File: src/rtl/ppf_pkg.sv
// ----------------------------------------------------------------------------
// ppf_pkg
// Shared types, constants and arithmetic helpers of the pointer position filter.
// ----------------------------------------------------------------------------
package ppf_pkg;

  // screen geometry
  localparam int unsigned POS_W        = 11;
  localparam int unsigned RAW_W        = 16;
  localparam int unsigned SCREEN_MAX_X = 1919;
  localparam int unsigned SCREEN_MAX_Y = 1079;

  // configuration port
  localparam int unsigned CFG_IDX_W  = 3;
  localparam int unsigned CFG_DATA_W = 16;

  // divider operand widths: (raw - low) * max over a 16-bit span
  localparam int unsigned DIVIDEND_W = RAW_W + POS_W;
  localparam int unsigned DIV_CNT_W  = $clog2(POS_W);

  // history
  localparam int unsigned HIST_DEPTH = 3;
  localparam int unsigned HIST_CNT_W = 2;

  // spring limiter: 70/100 is applied as 7/10, the divide by ten as
  // a multiply by 205 and shift by 11, exact below 1029
  localparam int unsigned SPRING_PASS     = 24;
  localparam int unsigned SPRING_STEP_MAX = 96;
  localparam int unsigned SPRING_NUM      = 70;
  localparam int unsigned SPRING_DEN      = 100;
  localparam int unsigned SPRING_NUM_RED  = 7;
  localparam int unsigned RECIP_TEN       = 205;
  localparam int unsigned RECIP_SHIFT     = 11;
  // smallest magnitude whose scaled step exceeds the clamp
  localparam int unsigned SPRING_SAT_MAG  =
      ((SPRING_STEP_MAX + 1) * SPRING_DEN + SPRING_NUM - 1) / SPRING_NUM;

  // register indexes
  typedef enum logic [CFG_IDX_W-1:0] {
    REG_FILTER_MODE   = 3'd0,
    REG_CENTER_X      = 3'd1,
    REG_CENTER_Y      = 3'd2,
    REG_WINDOW_LEFT   = 3'd3,
    REG_WINDOW_RIGHT  = 3'd4,
    REG_WINDOW_TOP    = 3'd5,
    REG_WINDOW_BOTTOM = 3'd6
  } reg_idx_e;

  // filter modes
  typedef enum logic [1:0] {
    MODE_DIRECT   = 2'd0,
    MODE_MEAN2    = 2'd1,
    MODE_WEIGHTED = 2'd2,
    MODE_DIRECT_B = 2'd3
  } filter_mode_e;

  typedef struct packed {
    filter_mode_e           filter_mode;
    logic [RAW_W-1:0]       center_x;
    logic [RAW_W-1:0]       center_y;
    logic [RAW_W-1:0]       window_left;
    logic [RAW_W-1:0]       window_right;
    logic [RAW_W-1:0]       window_top;
    logic [RAW_W-1:0]       window_bottom;
  } cfg_t;

  // divider request and response
  typedef struct packed {
    logic                  start;
    logic [DIVIDEND_W-1:0] dividend;
    logic [RAW_W-1:0]      divisor;
  } div_req_t;

  typedef struct packed {
    logic             busy;
    logic             done;
    logic [POS_W-1:0] quotient;
  } div_rsp_t;

  // spring limiter for one axis
  function automatic logic [POS_W-1:0] spring_axis(
    input logic [POS_W-1:0] tgt,
    input logic [POS_W-1:0] newest,
    input logic [POS_W-1:0] maxv
  );
    logic signed [POS_W+1:0] delta;
    logic signed [POS_W+1:0] neg_delta;
    logic [POS_W:0]          mag;
    logic [7:0]              mag_lo;
    logic [9:0]              p7;
    logic [17:0]             p205;
    logic [6:0]              step;
    logic signed [POS_W+2:0] sum;
    logic [POS_W-1:0]        res;
    delta     = $signed({2'b00, tgt}) - $signed({2'b00, newest});
    neg_delta = -delta;
    mag       = delta[POS_W+1] ? neg_delta[POS_W:0] : delta[POS_W:0];
    mag_lo    = mag[7:0];
    p7        = {2'b00, mag_lo} * 10'(SPRING_NUM_RED);
    p205      = {8'b0, p7} * 18'(RECIP_TEN);
    if (mag >= (POS_W+1)'(SPRING_SAT_MAG)) begin
      step = 7'(SPRING_STEP_MAX);
    end else begin
      step = p205[RECIP_SHIFT +: 7];
    end
    if (delta[POS_W+1]) begin
      sum = $signed({3'b000, newest}) - $signed({7'b0, step});
    end else begin
      sum = $signed({3'b000, newest}) + $signed({7'b0, step});
    end
    if (mag <= (POS_W+1)'(SPRING_PASS)) begin
      res = tgt;
    end else if (sum < 0) begin
      res = '0;
    end else if (sum > $signed({3'b000, maxv})) begin
      res = maxv;
    end else begin
      res = sum[POS_W-1:0];
    end
    return res;
  endfunction

  // output averaging for one axis; cnt is the history fill before the push
  function automatic logic [POS_W-1:0] avg_axis(
    input logic [POS_W-1:0]      cur,
    input logic [POS_W-1:0]      prev1,
    input logic [POS_W-1:0]      prev2,
    input filter_mode_e          mode,
    input logic [HIST_CNT_W-1:0] cnt
  );
    logic [POS_W:0]   sum2;
    logic [POS_W+1:0] sum4;
    logic [POS_W-1:0] res;
    sum2 = {1'b0, cur} + {1'b0, prev1};
    sum4 = {1'b0, cur, 1'b0} + {2'b00, prev1} + {2'b00, prev2};
    res  = cur;
    if ((mode == MODE_MEAN2 || mode == MODE_WEIGHTED) && cnt != '0) begin
      if (mode == MODE_WEIGHTED && cnt >= HIST_CNT_W'(2)) begin
        res = sum4[POS_W+1:2];
      end else begin
        res = sum2[POS_W:1];
      end
    end
    return res;
  endfunction

endpackage

File: src/rtl/ppf_if.sv
// ----------------------------------------------------------------------------
// ppf_if
// Valid/ready channels of the pointer position filter: raw samples in,
// filtered positions out, and the register write channel.
// ----------------------------------------------------------------------------

// raw camera sample channel
interface ppf_in_if import ppf_pkg::*; ();
  logic             valid;
  logic             ready;
  logic [RAW_W-1:0] raw_x;
  logic [RAW_W-1:0] raw_y;
  logic             sample_valid;

  modport source (output valid, output raw_x, output raw_y, output sample_valid,
                  input ready);
  modport sink   (input valid, input raw_x, input raw_y, input sample_valid,
                  output ready);
endinterface

// filtered position channel
interface ppf_out_if import ppf_pkg::*; ();
  logic             valid;
  logic             ready;
  logic [POS_W-1:0] pos_x;
  logic [POS_W-1:0] pos_y;
  logic             pos_valid;

  modport source (output valid, output pos_x, output pos_y, output pos_valid,
                  input ready);
  modport sink   (input valid, input pos_x, input pos_y, input pos_valid,
                  output ready);
endinterface

// register write channel
interface ppf_cfg_if import ppf_pkg::*; ();
  logic                  valid;
  logic                  ready;
  logic [CFG_IDX_W-1:0]  index;
  logic [CFG_DATA_W-1:0] data;

  modport source (output valid, output index, output data, input ready);
  modport sink   (input valid, input index, input data, output ready);
endinterface

File: src/rtl/ppf_regs.sv
// ----------------------------------------------------------------------------
// ppf_regs
// Configuration register file: decodes write beats by register index.
// ----------------------------------------------------------------------------
module ppf_regs import ppf_pkg::*; (
  input  logic       clk_i,
  input  logic       rst_ni,
  ppf_cfg_if.sink    cfg_i,
  output cfg_t       cfg_o
);

  cfg_t regs_q, regs_d;

  // writes are always taken
  assign cfg_i.ready = 1'b1;

  // index decode
  always_comb begin
    regs_d = regs_q;
    if (cfg_i.valid) begin
      case (reg_idx_e'(cfg_i.index))
        REG_FILTER_MODE:   regs_d.filter_mode   = filter_mode_e'(cfg_i.data[1:0]);
        REG_CENTER_X:      regs_d.center_x      = cfg_i.data;
        REG_CENTER_Y:      regs_d.center_y      = cfg_i.data;
        REG_WINDOW_LEFT:   regs_d.window_left   = cfg_i.data;
        REG_WINDOW_RIGHT:  regs_d.window_right  = cfg_i.data;
        REG_WINDOW_TOP:    regs_d.window_top    = cfg_i.data;
        REG_WINDOW_BOTTOM: regs_d.window_bottom = cfg_i.data;
        default:           regs_d = regs_q;
      endcase
    end
  end

  always_ff @(posedge clk_i or negedge rst_ni) begin
    if (!rst_ni) begin
      regs_q <= '0;
    end else begin
      regs_q <= regs_d;
    end
  end

  assign cfg_o = regs_q;

endmodule

File: src/rtl/ppf_div.sv
// ----------------------------------------------------------------------------
// ppf_div
// Shared restoring divider, one quotient bit per cycle. The caller guarantees
// the quotient fits in POS_W bits (dividend below divisor * 2**POS_W).
// ----------------------------------------------------------------------------
module ppf_div import ppf_pkg::*; (
  input  logic     clk_i,
  input  logic     rst_ni,
  input  div_req_t req_i,
  output div_rsp_t rsp_o
);

  logic [RAW_W-1:0]     rem_q;
  logic [POS_W-1:0]     num_q;
  logic [POS_W-1:0]     quo_q;
  logic [RAW_W-1:0]     dsr_q;
  logic [DIV_CNT_W-1:0] cnt_q;
  logic                 busy_q;
  logic                 done_q;

  logic [RAW_W:0]       trial;
  logic                 fits;
  logic [RAW_W:0]       diff;

  // one trial subtraction per cycle
  assign trial = {rem_q, num_q[POS_W-1]};
  assign fits  = trial >= {1'b0, dsr_q};
  assign diff  = trial - {1'b0, dsr_q};

  // control
  always_ff @(posedge clk_i or negedge rst_ni) begin
    if (!rst_ni) begin
      busy_q <= 1'b0;
      done_q <= 1'b0;
      cnt_q  <= '0;
    end else begin
      done_q <= 1'b0;
      if (req_i.start) begin
        busy_q <= 1'b1;
        cnt_q  <= DIV_CNT_W'(POS_W - 1);
      end else if (busy_q) begin
        cnt_q <= cnt_q - 1'b1;
        if (cnt_q == '0) begin
          busy_q <= 1'b0;
          done_q <= 1'b1;
        end
      end
    end
  end

  // datapath
  always_ff @(posedge clk_i) begin
    if (req_i.start) begin
      rem_q <= req_i.dividend[DIVIDEND_W-1:POS_W];
      num_q <= req_i.dividend[POS_W-1:0];
      dsr_q <= req_i.divisor;
      quo_q <= '0;
    end else if (busy_q) begin
      rem_q <= fits ? diff[RAW_W-1:0] : trial[RAW_W-1:0];
      num_q <= {num_q[POS_W-2:0], 1'b0};
      quo_q <= {quo_q[POS_W-2:0], fits};
    end
  end

  assign rsp_o.busy     = busy_q;
  assign rsp_o.done     = done_q;
  assign rsp_o.quotient = quo_q;

endmodule

File: src/rtl/pointer_position_filter.sv
// ----------------------------------------------------------------------------
// pointer_position_filter
// Maps raw camera coordinates to a screen position, limits jumps and averages.
// ----------------------------------------------------------------------------
// One sample is taken at a time; in_i.ready is high only while the sequencer
// is idle. With a usable calibration window each axis goes through the one
// shared multiply and 11-step restoring divider in turn. An axis skips the
// divider in center-shift mode or when raw is at or beyond a window edge,
// which shortens the sample. An invalid sample goes from idle straight to
// the average step and repeats the last position. The result sits in an
// output register, so the next sample is accepted while it waits for
// out_o.ready; the sample after it holds in its last step until that is
// taken.
// ----------------------------------------------------------------------------
module pointer_position_filter import ppf_pkg::*; (
  input  logic       clk_i,
  input  logic       rst_ni,
  ppf_in_if.sink     in_i,
  ppf_out_if.source  out_o,
  ppf_cfg_if.sink    cfg_i
);

  typedef enum logic [6:0] {
    S_IDLE   = 7'b0000001,
    S_MAP_X  = 7'b0000010,
    S_DIV_X  = 7'b0000100,
    S_MAP_Y  = 7'b0001000,
    S_DIV_Y  = 7'b0010000,
    S_SPRING = 7'b0100000,
    S_AVG    = 7'b1000000
  } state_e;

  localparam logic [POS_W-1:0] MAX_X = POS_W'(SCREEN_MAX_X);
  localparam logic [POS_W-1:0] MAX_Y = POS_W'(SCREEN_MAX_Y);

  cfg_t     cfg;
  div_req_t div_req;
  div_rsp_t div_rsp;

  state_e state_q, state_d;

  logic [RAW_W-1:0]      raw_x_q, raw_y_q;
  logic                  smp_valid_q;
  logic [POS_W-1:0]      map_x_q, map_x_d, map_y_q, map_y_d;
  logic [POS_W-1:0]      hist_x_q [HIST_DEPTH];
  logic [POS_W-1:0]      hist_y_q [HIST_DEPTH];
  logic [HIST_CNT_W-1:0] hist_cnt_q;
  logic [POS_W-1:0]      held_x_q, held_y_q;
  logic [POS_W-1:0]      pos_x_q, pos_y_q;
  logic                  pos_valid_q;
  logic                  out_valid_q;

  logic                  in_beat, out_free, load_out;
  logic                  win_ok, is_y;
  logic [RAW_W-1:0]      sel_raw, sel_low, sel_high, sel_center;
  logic [POS_W-1:0]      sel_max, map_val, avg_x, avg_y;
  logic [RAW_W-1:0]      diff, span;
  logic signed [RAW_W+1:0] shifted;

  ppf_regs u_regs (
    .clk_i  (clk_i),
    .rst_ni (rst_ni),
    .cfg_i  (cfg_i),
    .cfg_o  (cfg)
  );

  ppf_div u_div (
    .clk_i  (clk_i),
    .rst_ni (rst_ni),
    .req_i  (div_req),
    .rsp_o  (div_rsp)
  );

  assign in_i.ready = (state_q == S_IDLE);
  assign in_beat    = in_i.valid && in_i.ready;
  assign out_free   = !out_valid_q || out_o.ready;
  assign load_out   = (state_q == S_AVG) && out_free;

  // axis operand select for the shared map step
  assign win_ok     = (cfg.window_right > cfg.window_left) &&
                      (cfg.window_bottom > cfg.window_top);
  assign is_y       = (state_q == S_MAP_Y);
  assign sel_raw    = is_y ? raw_y_q : raw_x_q;
  assign sel_low    = is_y ? cfg.window_top : cfg.window_left;
  assign sel_high   = is_y ? cfg.window_bottom : cfg.window_right;
  assign sel_center = is_y ? cfg.center_y : cfg.center_x;
  assign sel_max    = is_y ? MAX_Y : MAX_X;
  assign diff       = sel_raw - sel_low;
  assign span       = sel_high - sel_low;
  assign shifted    = $signed({2'b00, sel_raw}) +
                      $signed({(RAW_W + 2 - POS_W)'(0), sel_max >> 1}) -
                      $signed({2'b00, sel_center});

  // window scaling goes through the divider unless the axis saturates
  assign div_req.start    = (state_q == S_MAP_X || state_q == S_MAP_Y) && win_ok &&
                            (sel_raw > sel_low) && (sel_raw < sel_high);
  assign div_req.dividend = {(DIVIDEND_W - RAW_W)'(0), diff} *
                            {(DIVIDEND_W - POS_W)'(0), sel_max};
  assign div_req.divisor  = span;

  // map result when the divider is not needed
  always_comb begin
    if (win_ok) begin
      map_val = (sel_raw <= sel_low) ? '0 : sel_max;
    end else if (shifted < 0) begin
      map_val = '0;
    end else if (shifted > $signed({(RAW_W + 2 - POS_W)'(0), sel_max})) begin
      map_val = sel_max;
    end else begin
      map_val = shifted[POS_W-1:0];
    end
  end

  // output averaging against the history before the push
  assign avg_x = avg_axis(map_x_q, hist_x_q[0], hist_x_q[1], cfg.filter_mode, hist_cnt_q);
  assign avg_y = avg_axis(map_y_q, hist_y_q[0], hist_y_q[1], cfg.filter_mode, hist_cnt_q);

  // sequencer
  always_comb begin
    state_d = state_q;
    map_x_d = map_x_q;
    map_y_d = map_y_q;
    case (state_q)
      S_IDLE: begin
        if (in_beat) begin
          state_d = in_i.sample_valid ? S_MAP_X : S_AVG;
        end
      end
      S_MAP_X: begin
        if (div_req.start) begin
          state_d = S_DIV_X;
        end else begin
          map_x_d = map_val;
          state_d = S_MAP_Y;
        end
      end
      S_DIV_X: begin
        if (div_rsp.done) begin
          map_x_d = div_rsp.quotient;
          state_d = S_MAP_Y;
        end
      end
      S_MAP_Y: begin
        if (div_req.start) begin
          state_d = S_DIV_Y;
        end else begin
          map_y_d = map_val;
          state_d = S_SPRING;
        end
      end
      S_DIV_Y: begin
        if (div_rsp.done) begin
          map_y_d = div_rsp.quotient;
          state_d = S_SPRING;
        end
      end
      S_SPRING: begin
        if (hist_cnt_q != '0) begin
          map_x_d = spring_axis(map_x_q, hist_x_q[0], MAX_X);
          map_y_d = spring_axis(map_y_q, hist_y_q[0], MAX_Y);
        end
        state_d = S_AVG;
      end
      S_AVG: begin
        if (out_free) begin
          state_d = S_IDLE;
        end
      end
      default: state_d = S_IDLE;
    endcase
  end

  // control state
  always_ff @(posedge clk_i or negedge rst_ni) begin
    if (!rst_ni) begin
      state_q     <= S_IDLE;
      out_valid_q <= 1'b0;
      hist_cnt_q  <= '0;
      held_x_q    <= '0;
      held_y_q    <= '0;
      for (int i = 0; i < HIST_DEPTH; i++) begin
        hist_x_q[i] <= '0;
        hist_y_q[i] <= '0;
      end
    end else begin
      state_q <= state_d;
      if (load_out) begin
        out_valid_q <= 1'b1;
      end else if (out_o.ready) begin
        out_valid_q <= 1'b0;
      end
      // history push and held position on a valid sample
      if (load_out && smp_valid_q) begin
        hist_x_q[0] <= map_x_q;
        hist_y_q[0] <= map_y_q;
        for (int i = 1; i < HIST_DEPTH; i++) begin
          hist_x_q[i] <= hist_x_q[i-1];
          hist_y_q[i] <= hist_y_q[i-1];
        end
        if (hist_cnt_q != HIST_CNT_W'(HIST_DEPTH)) begin
          hist_cnt_q <= hist_cnt_q + 1'b1;
        end
        held_x_q <= avg_x;
        held_y_q <= avg_y;
      end
    end
  end

  // sample and result payload
  always_ff @(posedge clk_i) begin
    if (in_beat) begin
      raw_x_q     <= in_i.raw_x;
      raw_y_q     <= in_i.raw_y;
      smp_valid_q <= in_i.sample_valid;
    end
    map_x_q <= map_x_d;
    map_y_q <= map_y_d;
    if (load_out) begin
      pos_x_q     <= smp_valid_q ? avg_x : held_x_q;
      pos_y_q     <= smp_valid_q ? avg_y : held_y_q;
      pos_valid_q <= smp_valid_q;
    end
  end

  assign out_o.valid     = out_valid_q;
  assign out_o.pos_x     = pos_x_q;
  assign out_o.pos_y     = pos_y_q;
  assign out_o.pos_valid = pos_valid_q;

`ifndef NO_ASSERTIONS
  // the divider only runs while the sequencer waits on it
  a_div_busy_in_div: assert property (@(posedge clk_i) disable iff (!rst_ni)
    div_rsp.busy |-> (state_q == S_DIV_X || state_q == S_DIV_Y))
    else $error("divider busy outside a divide state");

  // a divide result never arrives unexpected
  a_div_done_in_div: assert property (@(posedge clk_i) disable iff (!rst_ni)
    div_rsp.done |-> (state_q == S_DIV_X || state_q == S_DIV_Y))
    else $error("divider done outside a divide state");

  // an accepted sample always starts the sequencer
  a_accept_starts: assert property (@(posedge clk_i) disable iff (!rst_ni)
    in_beat |=> state_q != S_IDLE)
    else $error("sample beat did not leave idle");

  // limited positions stay on screen
  a_pos_range: assert property (@(posedge clk_i) disable iff (!rst_ni)
    (state_q == S_AVG && smp_valid_q) |-> (map_x_q <= MAX_X && map_y_q <= MAX_Y))
    else $error("mapped position off screen");
`endif

endmodule

File: src/flat_wrapper.sv
// flat-port wrapper written by rule: the top's interface ports become plain ports
module pointer_position_filter_flat import ppf_pkg::*;
  (clk_i, rst_ni, in_i_valid, in_i_raw_x, in_i_raw_y, in_i_sample_valid, in_i_ready, out_o_valid, out_o_pos_x, out_o_pos_y, out_o_pos_valid, out_o_ready, cfg_i_valid, cfg_i_index, cfg_i_data, cfg_i_ready);
  ppf_in_if in_i_i ();
  ppf_out_if out_o_i ();
  ppf_cfg_if cfg_i_i ();
  input  logic clk_i;
  input  logic rst_ni;
  input wire logic [$bits(in_i_i.valid)-1:0] in_i_valid;
  input wire logic [$bits(in_i_i.raw_x)-1:0] in_i_raw_x;
  input wire logic [$bits(in_i_i.raw_y)-1:0] in_i_raw_y;
  input wire logic [$bits(in_i_i.sample_valid)-1:0] in_i_sample_valid;
  output wire logic [$bits(in_i_i.ready)-1:0] in_i_ready;
  output wire logic [$bits(out_o_i.valid)-1:0] out_o_valid;
  output wire logic [$bits(out_o_i.pos_x)-1:0] out_o_pos_x;
  output wire logic [$bits(out_o_i.pos_y)-1:0] out_o_pos_y;
  output wire logic [$bits(out_o_i.pos_valid)-1:0] out_o_pos_valid;
  input wire logic [$bits(out_o_i.ready)-1:0] out_o_ready;
  input wire logic [$bits(cfg_i_i.valid)-1:0] cfg_i_valid;
  input wire logic [$bits(cfg_i_i.index)-1:0] cfg_i_index;
  input wire logic [$bits(cfg_i_i.data)-1:0] cfg_i_data;
  output wire logic [$bits(cfg_i_i.ready)-1:0] cfg_i_ready;
  assign in_i_i.valid = in_i_valid;
  assign in_i_i.raw_x = in_i_raw_x;
  assign in_i_i.raw_y = in_i_raw_y;
  assign in_i_i.sample_valid = in_i_sample_valid;
  assign in_i_ready = in_i_i.ready;
  assign out_o_valid = out_o_i.valid;
  assign out_o_pos_x = out_o_i.pos_x;
  assign out_o_pos_y = out_o_i.pos_y;
  assign out_o_pos_valid = out_o_i.pos_valid;
  assign out_o_i.ready = out_o_ready;
  assign cfg_i_i.valid = cfg_i_valid;
  assign cfg_i_i.index = cfg_i_index;
  assign cfg_i_i.data = cfg_i_data;
  assign cfg_i_ready = cfg_i_i.ready;
  pointer_position_filter u_core (.clk_i(clk_i), .rst_ni(rst_ni), .in_i(in_i_i), .out_o(out_o_i), .cfg_i(cfg_i_i));
endmodule
File: config.mk
export PLATFORM = sky130hd
export DESIGN_NAME = pointer_position_filter_flat
export DESIGN_NICKNAME = d
export VERILOG_FILES = /design/src/rtl/ppf_pkg.sv /design/src/rtl/ppf_if.sv /design/src/rtl/ppf_regs.sv /design/src/rtl/ppf_div.sv /design/src/rtl/pointer_position_filter.sv /design/src/flat_wrapper.sv
export SDC_FILE = /design/constraint.sdc
export NUM_CORES = 2
export LEC_CHECK = 0
export ABC_AREA = 1
export BUFFER_PORTS_ARGS = -buffer_cell sky130_fd_sc_hd__buf_2
export CAP_MARGIN = 20
export CORE_MARGIN = 2
export CORE_UTILIZATION = 35
export CTS_CLUSTER_DIAMETER = 80
export DETAILED_ROUTE_END_ITERATION = 6
export GPL_ROUTABILITY_DRIVEN = 0
export HOLD_SLACK_MARGIN = 0.12
export SYNTH_ARGS = -nofsm -noshare
export SYNTH_HDL_FRONTEND = slang
export SYNTH_SLANG_ARGS = --single-unit
File: constraint.sdc
create_clock -name clk_i -period 16.9 [get_ports clk_i]
set_clock_uncertainty 0.05 [all_clocks]
set_input_delay 1.69 -clock clk_i [delete_from_list [all_inputs] [get_ports clk_i]]
set_output_delay 1.69 -clock clk_i [all_outputs]
set_load 0.01 [all_outputs]
; Word level (Yosys, flattened, before mapping)
; Cells that the tools add are included.
[totals]
output_inout_bits = 26
regBits = 312
in_bits = 57
elab_cells = 194
[classes]
n_lt_le_gt_ge = 17
eq_ne = 25
n_reduce_logical = 31
mux = 64
n_mul = 5
n_addsub = 21
[op_table]
columns = operator, count
row1 = $mux W11, 22
row2 = $mux W16, 7
row3 = $mux W14, 6
row4 = $mux W7, 11
row5 = $pmux W11 S3, 2
row6 = $pmux W7 S7, 1
row7 = $gt A16 B16 Y1, 3
row8 = $sub A16 B16 Y16, 3
row9 = $mul A10 B8 Y18 const B, 2
row10 = $gt A14 B12 Y1 const B, 2
row11 = $lt A14 B1 Y1 const B, 2
row12 = $mul A16 B11 Y27, 1
row13 = $add A12 B11 Y13, 2
row14 = $add A13 B11 Y13, 2
row15 = $add A11 B11 Y12, 2
row16 = $add A11 B7 Y12, 2
row17 = $ge A12 B8 Y1 const B, 2
row18 = $le A12 B5 Y1 const B, 2
row19 = $mux W12, 2
row20 = $neg A12 Y12, 2
row21 = $sub A11 B11 Y12, 2
row22 = $sub A11 B7 Y12, 2
row23 = $mul A8 B3 Y10 const B, 2
row24 = $gt A18 B12 Y1, 1
row25 = other kinds (37), 78

; Longest topological paths before layout
[logic_depth]
word_depth = 18
mapped_depth = 61

; Modules after synthesis
; A second synthesis with hierarchy kept.
[unflattened]
cells_unflattened = 4460
area_unflattened_um2 = 34205.3
[by_module_without_submodules]
columns = module, cells_per_inst, seq_area_each_um2, n_inst, area_per_inst_um2
row1 = pointer_position_filter, 3558, 4245.3, 1, 26515.4
row2 = ppf_regs, 437, 2452.4, 1, 3915.0
row3 = ppf_div, 465, 1661.6, 1, 3774.9

; Worst setup path before layout
; Ideal clock, no wire load.
[synth_timing]
kind = register to register
start = register u_core.hist_x_q[23] (netlist bit)
end = register u_core.map_x_q[10], data pin
path_buffers = 2
setup_ps = 256
slack_ps = 7813
arrival_ps = 8781
stages_incl_launch_ff = 60
synth_period_minus_slack_ps = 9087
path_cell_list = dfrtp_1 -> inv_1 -> ha_1 -> nand3b_1 -> nand2_2 -> nand2_1 -> nand2_2 -> a21oi_4 -> inv_2 -> buf_2 -> a31oi_1 -> xor2_1 -> inv_1 -> fa_1 -> inv_1 -> ha_1 -> a21oi_1 -> nand2_1 -> [24 not listed] -> buf_2 -> inv_1 -> a21oi_1 -> nor2_1 -> nor2_1 -> nand2_1 -> nand2_1 -> nand2_1 -> nand2_1 -> nand2_1 -> nand2_1 -> nor2_1 -> nand2_2 -> nand2_1 -> nand2_2 -> nand2_1 -> a21oi_1 -> nand2_1
[synth_between]
elab_chain_cells = 18
elab_cells_between_ends = 21
classes_between = add/sub (4) / mul (2) / order compare (3) / mux (12)
[synth_lines]
columns = item, line_no
row1 = start: declaration, pointer_position_filter.sv:45  ; logic [POS_W-1:0] hist_x_q [HIST_DEPTH];
row2 = start signal: indexed assignment, pointer_position_filter.sv:197  ; hist_x_q[i] <= hist_x_q[i-1];
row3 = $sub A11 B11 Y12, ppf_pkg.sv:95  ; delta = $signed({2'b00, tgt}) - $signed({2'b00, newest});
row4 = $neg A12 Y12, ppf_pkg.sv:96  ; neg_delta = -delta;
row5 = $mux W12, ppf_pkg.sv:97  ; mag = delta[POS_W+1] ? neg_delta[POS_W:0] : delta[POS_W:0];
row6 = $mul A8 B3 Y10, ppf_pkg.sv:99  ; p7 = {2'b00, mag_lo} * 10'(SPRING_NUM_RED);
row7 = $mul A10 B8 Y18, ppf_pkg.sv:100  ; p205 = {8'b0, p7} * 18'(RECIP_TEN);
row8 = $mux W7, ppf_pkg.sv:101  ; if (mag >= (POS_W+1)'(SPRING_SAT_MAG)) begin
row9 = $mux W7, pointer_position_filter.sv:158  ; if (hist_cnt_q != '0) begin
row10 = $mux W7, pointer_position_filter.sv:123  ; case (state_q)
row11 = [3 not listed], --
row12 = $mux W14 (*), pointer_position_filter.sv:123
row13 = $gt A14 B12 Y1, ppf_pkg.sv:115  ; end else if (sum > $signed({3'b000, maxv})) begin
row14 = $mux W11, ppf_pkg.sv:115
row15 = $mux W11 (*), ppf_pkg.sv:113  ; end else if (sum < 0) begin
row16 = $mux W11 (*), ppf_pkg.sv:111  ; if (mag <= (POS_W+1)'(SPRING_PASS)) begin
row17 = $mux W11 (*), pointer_position_filter.sv:158
row18 = $pmux W11 S3 (*), pointer_position_filter.sv:123
row19 = net u_core.map_x_d[10], pointer_position_filter.sv:44  ; logic [POS_W-1:0] map_x_q, map_x_d, map_y_q, map_y_d;
row20 = end signal: assignment, pointer_position_filter.sv:216  ; map_x_q <= map_x_d;
row21 = end: declaration, pointer_position_filter.sv:44
; The timed path passes the listed nets; every way through them passes the cells marked *. The select of a mux whose other input is x is not followed.
; A chain may end at the register's enable or synchronous reset.

; Worst setup path in the final report
[layout_timing]
start = register u_core.hist_x_q[30] (netlist bit)
end = register u_core.map_x_q[10], data pin
[layout_between]
elab_chain_cells = 17
elab_cells_between_ends = 21
classes_between = add/sub (4) / mul (2) / order compare (3) / mux (12)
[layout_lines]
columns = item, line_no
row1 = $sub A11 B11 Y12, ppf_pkg.sv:95
row2 = $mux W12 / $neg A12 Y12 (equally long branches), "ppf_pkg.sv:97, ppf_pkg.sv:96"
row3 = $mul A8 B3 Y10 / $mux W12 (equally long branches), "ppf_pkg.sv:99, ppf_pkg.sv:97"
row4 = $mul A10 B8 Y18 / $ge A12 B8 Y1 (equally long branches), "ppf_pkg.sv:100, ppf_pkg.sv:101"
row5 = $mux W7, ppf_pkg.sv:101
row6 = $mux W7, pointer_position_filter.sv:158
row7 = $mux W7, pointer_position_filter.sv:123
row8 = $add A11 B7 Y12 / $sub A11 B7 Y12 (equally long branches), "ppf_pkg.sv:109, ppf_pkg.sv:107"
row9 = [2 not listed], --
row10 = $mux W14 (*), pointer_position_filter.sv:123
row11 = $gt A14 B12 Y1, ppf_pkg.sv:115
row12 = $mux W11, ppf_pkg.sv:115
row13 = $mux W11 (*), ppf_pkg.sv:113
row14 = $mux W11 (*), ppf_pkg.sv:111
row15 = $mux W11 (*), pointer_position_filter.sv:158
row16 = $pmux W11 S3 (*), pointer_position_filter.sv:123
row17 = net u_core.map_x_d[10], pointer_position_filter.sv:44
; Marked as above.

==> results by group <==
Critical path
  – CP max-delay cell: fa_1
  – Critical Path Stages: 52
  – RR Startpoint: u_core.hist_x_q[30]$_DFFE_PN0P_
  – Worst r2r path cells: 52
  – Worst path top cell family by delay: adder cells
  – Setup Crit Path Kind: flip-flop to flip-flop
  – CP startpoint: u_core.hist_x_q[30]$_DFFE_PN0P_
  – Crit-path most repeated cell: nand2_1
  – Worst-path maximum fanout: 17
  – Critical path arrival: 10.88 ns
  – Crit-path max cell delay: 0.56 ns
  – CP startpoint kind: flip-flop
  – Buffers & Inverters on Critical Path: 9
  – WP data required: 17.19 ns
  – Critical Path End Type: flip-flop

Drt
  – Final WL: 83.3 mm
  – DR pass1 iterations: 6
  – Wire per inst: 15.0 um
  – Met2 WL: 38.6 mm
  – DR top layer: met4
  – DR vias: 27000
  – Met3 wire len: 3.44 mm
  – Metal1 wirelength: 40.0 mm
  – Final ANT Viol Nets: 0
  – # DRC: 0
  – Starting DRC count in detailed routing: 1776
  – DR vias/cell: 4.85

Clock tree
  – Root buffer cell: clkbuf_16
  – Clock slew at reported path FFs: 0.06 ns
  – CTS Hold Bufs: 0
  – CTS HTree Levels: 2
  – Worst-case clock buffer depth: 3
  – Clock sinks: 312
  – Post_cts resized: 0
  – Setup bufs post-CTS: 0
  – TritonCTS Buffers: 39
  – Clk_lat worst skew: 0.60 ns
  – CTS tree: built

Global route
  – Total grt overflow: 0
  – First-pass GRT wire length: 137 mm
  – Largest net degree at the start of global routing: 76
  – GRT Overall Usage: 0.172
  – Antenna violations before repair: 1
  – Vias in the first global route: 26300

Place
  – Hpwl dp: 67.6 mm
  – I/O Buffers: 81

Synthesis
  – Yosys cell types: 67
  – Cell taking the most area after synthesis: ha_1
  – Register area share after synthesis: 0.252
  – Synth Net Count: 4927
  – Syn Area/Cell: 7.83 um^2
  – YS warnings: 0
  – Ys async rst share: 0.577
  – Synth top area cells: ha_1 (17%), dfrtp_1 (14%), fa_1 (12%), nand2_1 (11%), edfxtp_1 (11%)
  – Yosys top cell area share: 0.168
  – Post-Syn Area: 33100 um^2
  – EDFF count, synth: 121
  – Syn Inst Count: 4233
  – Synthesized flop and latch total: 312
  – Post-synth top flop: dfrtp_1

Floorplan
  – Die Span Y: 312 um
  – # rows: 112
  – Width of the die: 312 um
  – Core area: 93600 um^2
  – Starting Density: 0.354
  – Io pins: 83
  – Die area: 97200 um^2

Timing
  – Period utilization: 0.627
  – Final Hold Fails: 0
  – Worst Max-Slew Pin Slew: 1.09 ns
  – Endpoints failing setup: 0
  – Final min period: 10.59 ns
  – RSZ-0062 raised after global routing: no
  – Fin Setup TNS: 0 ns
  – Max_slew headroom: 0.269
  – Slew Viols, Final: 0
  – Peak Freq: 94.4 MHz

Layout
  – Share of layout cells above drive strength 1: 0.0706
  – Nets: 4970
  – Commonest non-fill, non-tap cell in the layout: nand2_1
  – Antenna cells: 0
  – Layout area overhead: 9.09%
  – Most frequent cells in the layout: nand2_1 (1007), inv_1 (711), ha_1 (446)

Run
  – Max cap viols: 0

Outcome
  – Outcome: finished clean

Worst hold path
  – Hold Path Depth: 2
  – Worst hold path type: flip-flop to flip-flop
  – Launch point of the worst hold path: u_core.held_x_q[10]$_DFFE_PN0P_
per-stage QoR:
step | area, um^2 | hold slack (ns) | instances | util | worst slack (ns)
after CTS | 36100 | 0.432 | 5556 | 0.385 | 6.35
final | 36200 | 0.429 | 5560 | 0.386 | 6.31
after floorplan | 33100 | 0.399 | 4233 | - | 7.81
after detailed placement | 34800 | 0.416 | 5485 | 0.372 | 6.40
after global placement | 34800 | 0.414 | 5485 | 0.372 | 6.54
after global routing | 36200 | 0.456 | 5560 | 0.386 | 5.33
final cells by class:
class	instances	area, um^2
Tap cell	1254	1570
Clock buffer	54	1070
Sequential cell	312	8360
Timing Repair Buffer	100	624
Clock inverter	17	214
Multi-Input combinational cell	3071	21500
Fill cell	9783	57400
Inverter	752	2820
tightest hold or removal path: cells and delay by family (launching register included):
kind / cells / cell delay, ns
simple gates: 2 / 0.10
flops: 1 / 0.34
cell usage after synthesis (all sizes together), types with 6 or more instances:
cell    instances
inv           748
a21oi         212
nor4           11
or2            40
nand2        1025
dfxtp          11
clkbuf         53
fa            191
o211ai         30
xor2          112
edfxtp        121
a211oi          9
o21ai         374
buf            45
ha            446
xnor2          32
o21bai         23
nor3           25
mux2i          15
nand3b         14
nand3         191
and2            6
nand4          39
nor2          217
a31oi          16
a21o           17
dfrtp         179
per-layer routing:
metal | vias to the layer above | global-route usage
met2 | 505 | 0.289
met3 | 88 | 0.0198
met1 | 12700 | 0.239
li1 | 13700 | -
met5 | - | 0
met4 | 0 | 0.0325
cells by family (layout without fill, tap and decap cells):
family          Yosys count  count (layout)  synth area share
mux                      15              15           0.00453
compound gates          705             705             0.119
xor+xnor                144             144            0.0400
buf+inv                 850             923             0.100
flops                   312             312             0.252
other cells               1               1          0.000113
fa+ha+maj               637             637             0.284
simple gates           1569            1569             0.200
final timing paths:
check / to / slack (ns)
setup / recovery: u_core.map_x_q[10]$_DFFE_PP_ / 6.31
hold / removal: u_core.held_x_q[10]$_DFFE_PN0P_ / 0.43
setup reg to reg: u_core.map_x_q[10]$_DFFE_PP_ / 6.31
hold reg to reg: u_core.held_x_q[10]$_DFFE_PN0P_ / 0.43
max in group asynchronous: u_core.u_regs.cfg_o[7]$_DFFE_PN0P_ / 13.74
min in group asynchronous: u_core.hist_x_q[14]$_DFFE_PN0P_ / 1.09
registers in the layout (all words and copies together) (netlist names), 2 cells and up:
| name | flops |
|---|---|
| u_core.held_x_q | 11 |
| u_core.held_y_q | 11 |
| u_core.hist_cnt_q | 2 |
| u_core.hist_x_q | 22 |
| u_core.hist_y_q | 22 |
| u_core.map_x_q | 11 |
| u_core.map_y_q | 11 |
| u_core.out_o.pos_x | 11 |
| u_core.out_o.pos_y | 11 |
| u_core.raw_x_q | 16 |
| u_core.raw_y_q | 16 |
| u_core.state_q | 7 |
| u_core.u_div.cnt_q | 4 |
| u_core.u_div.dsr_q | 16 |
| u_core.u_div.num_q | 11 |
| u_core.u_div.quo_q | 11 |
| u_core.u_div.rem_q | 16 |
| u_core.u_regs.cfg_o | 98 |
Power is left out: the tool's default activity adds up to more than one toggle a clock period on the data nets, which glitch-free logic cannot reach.
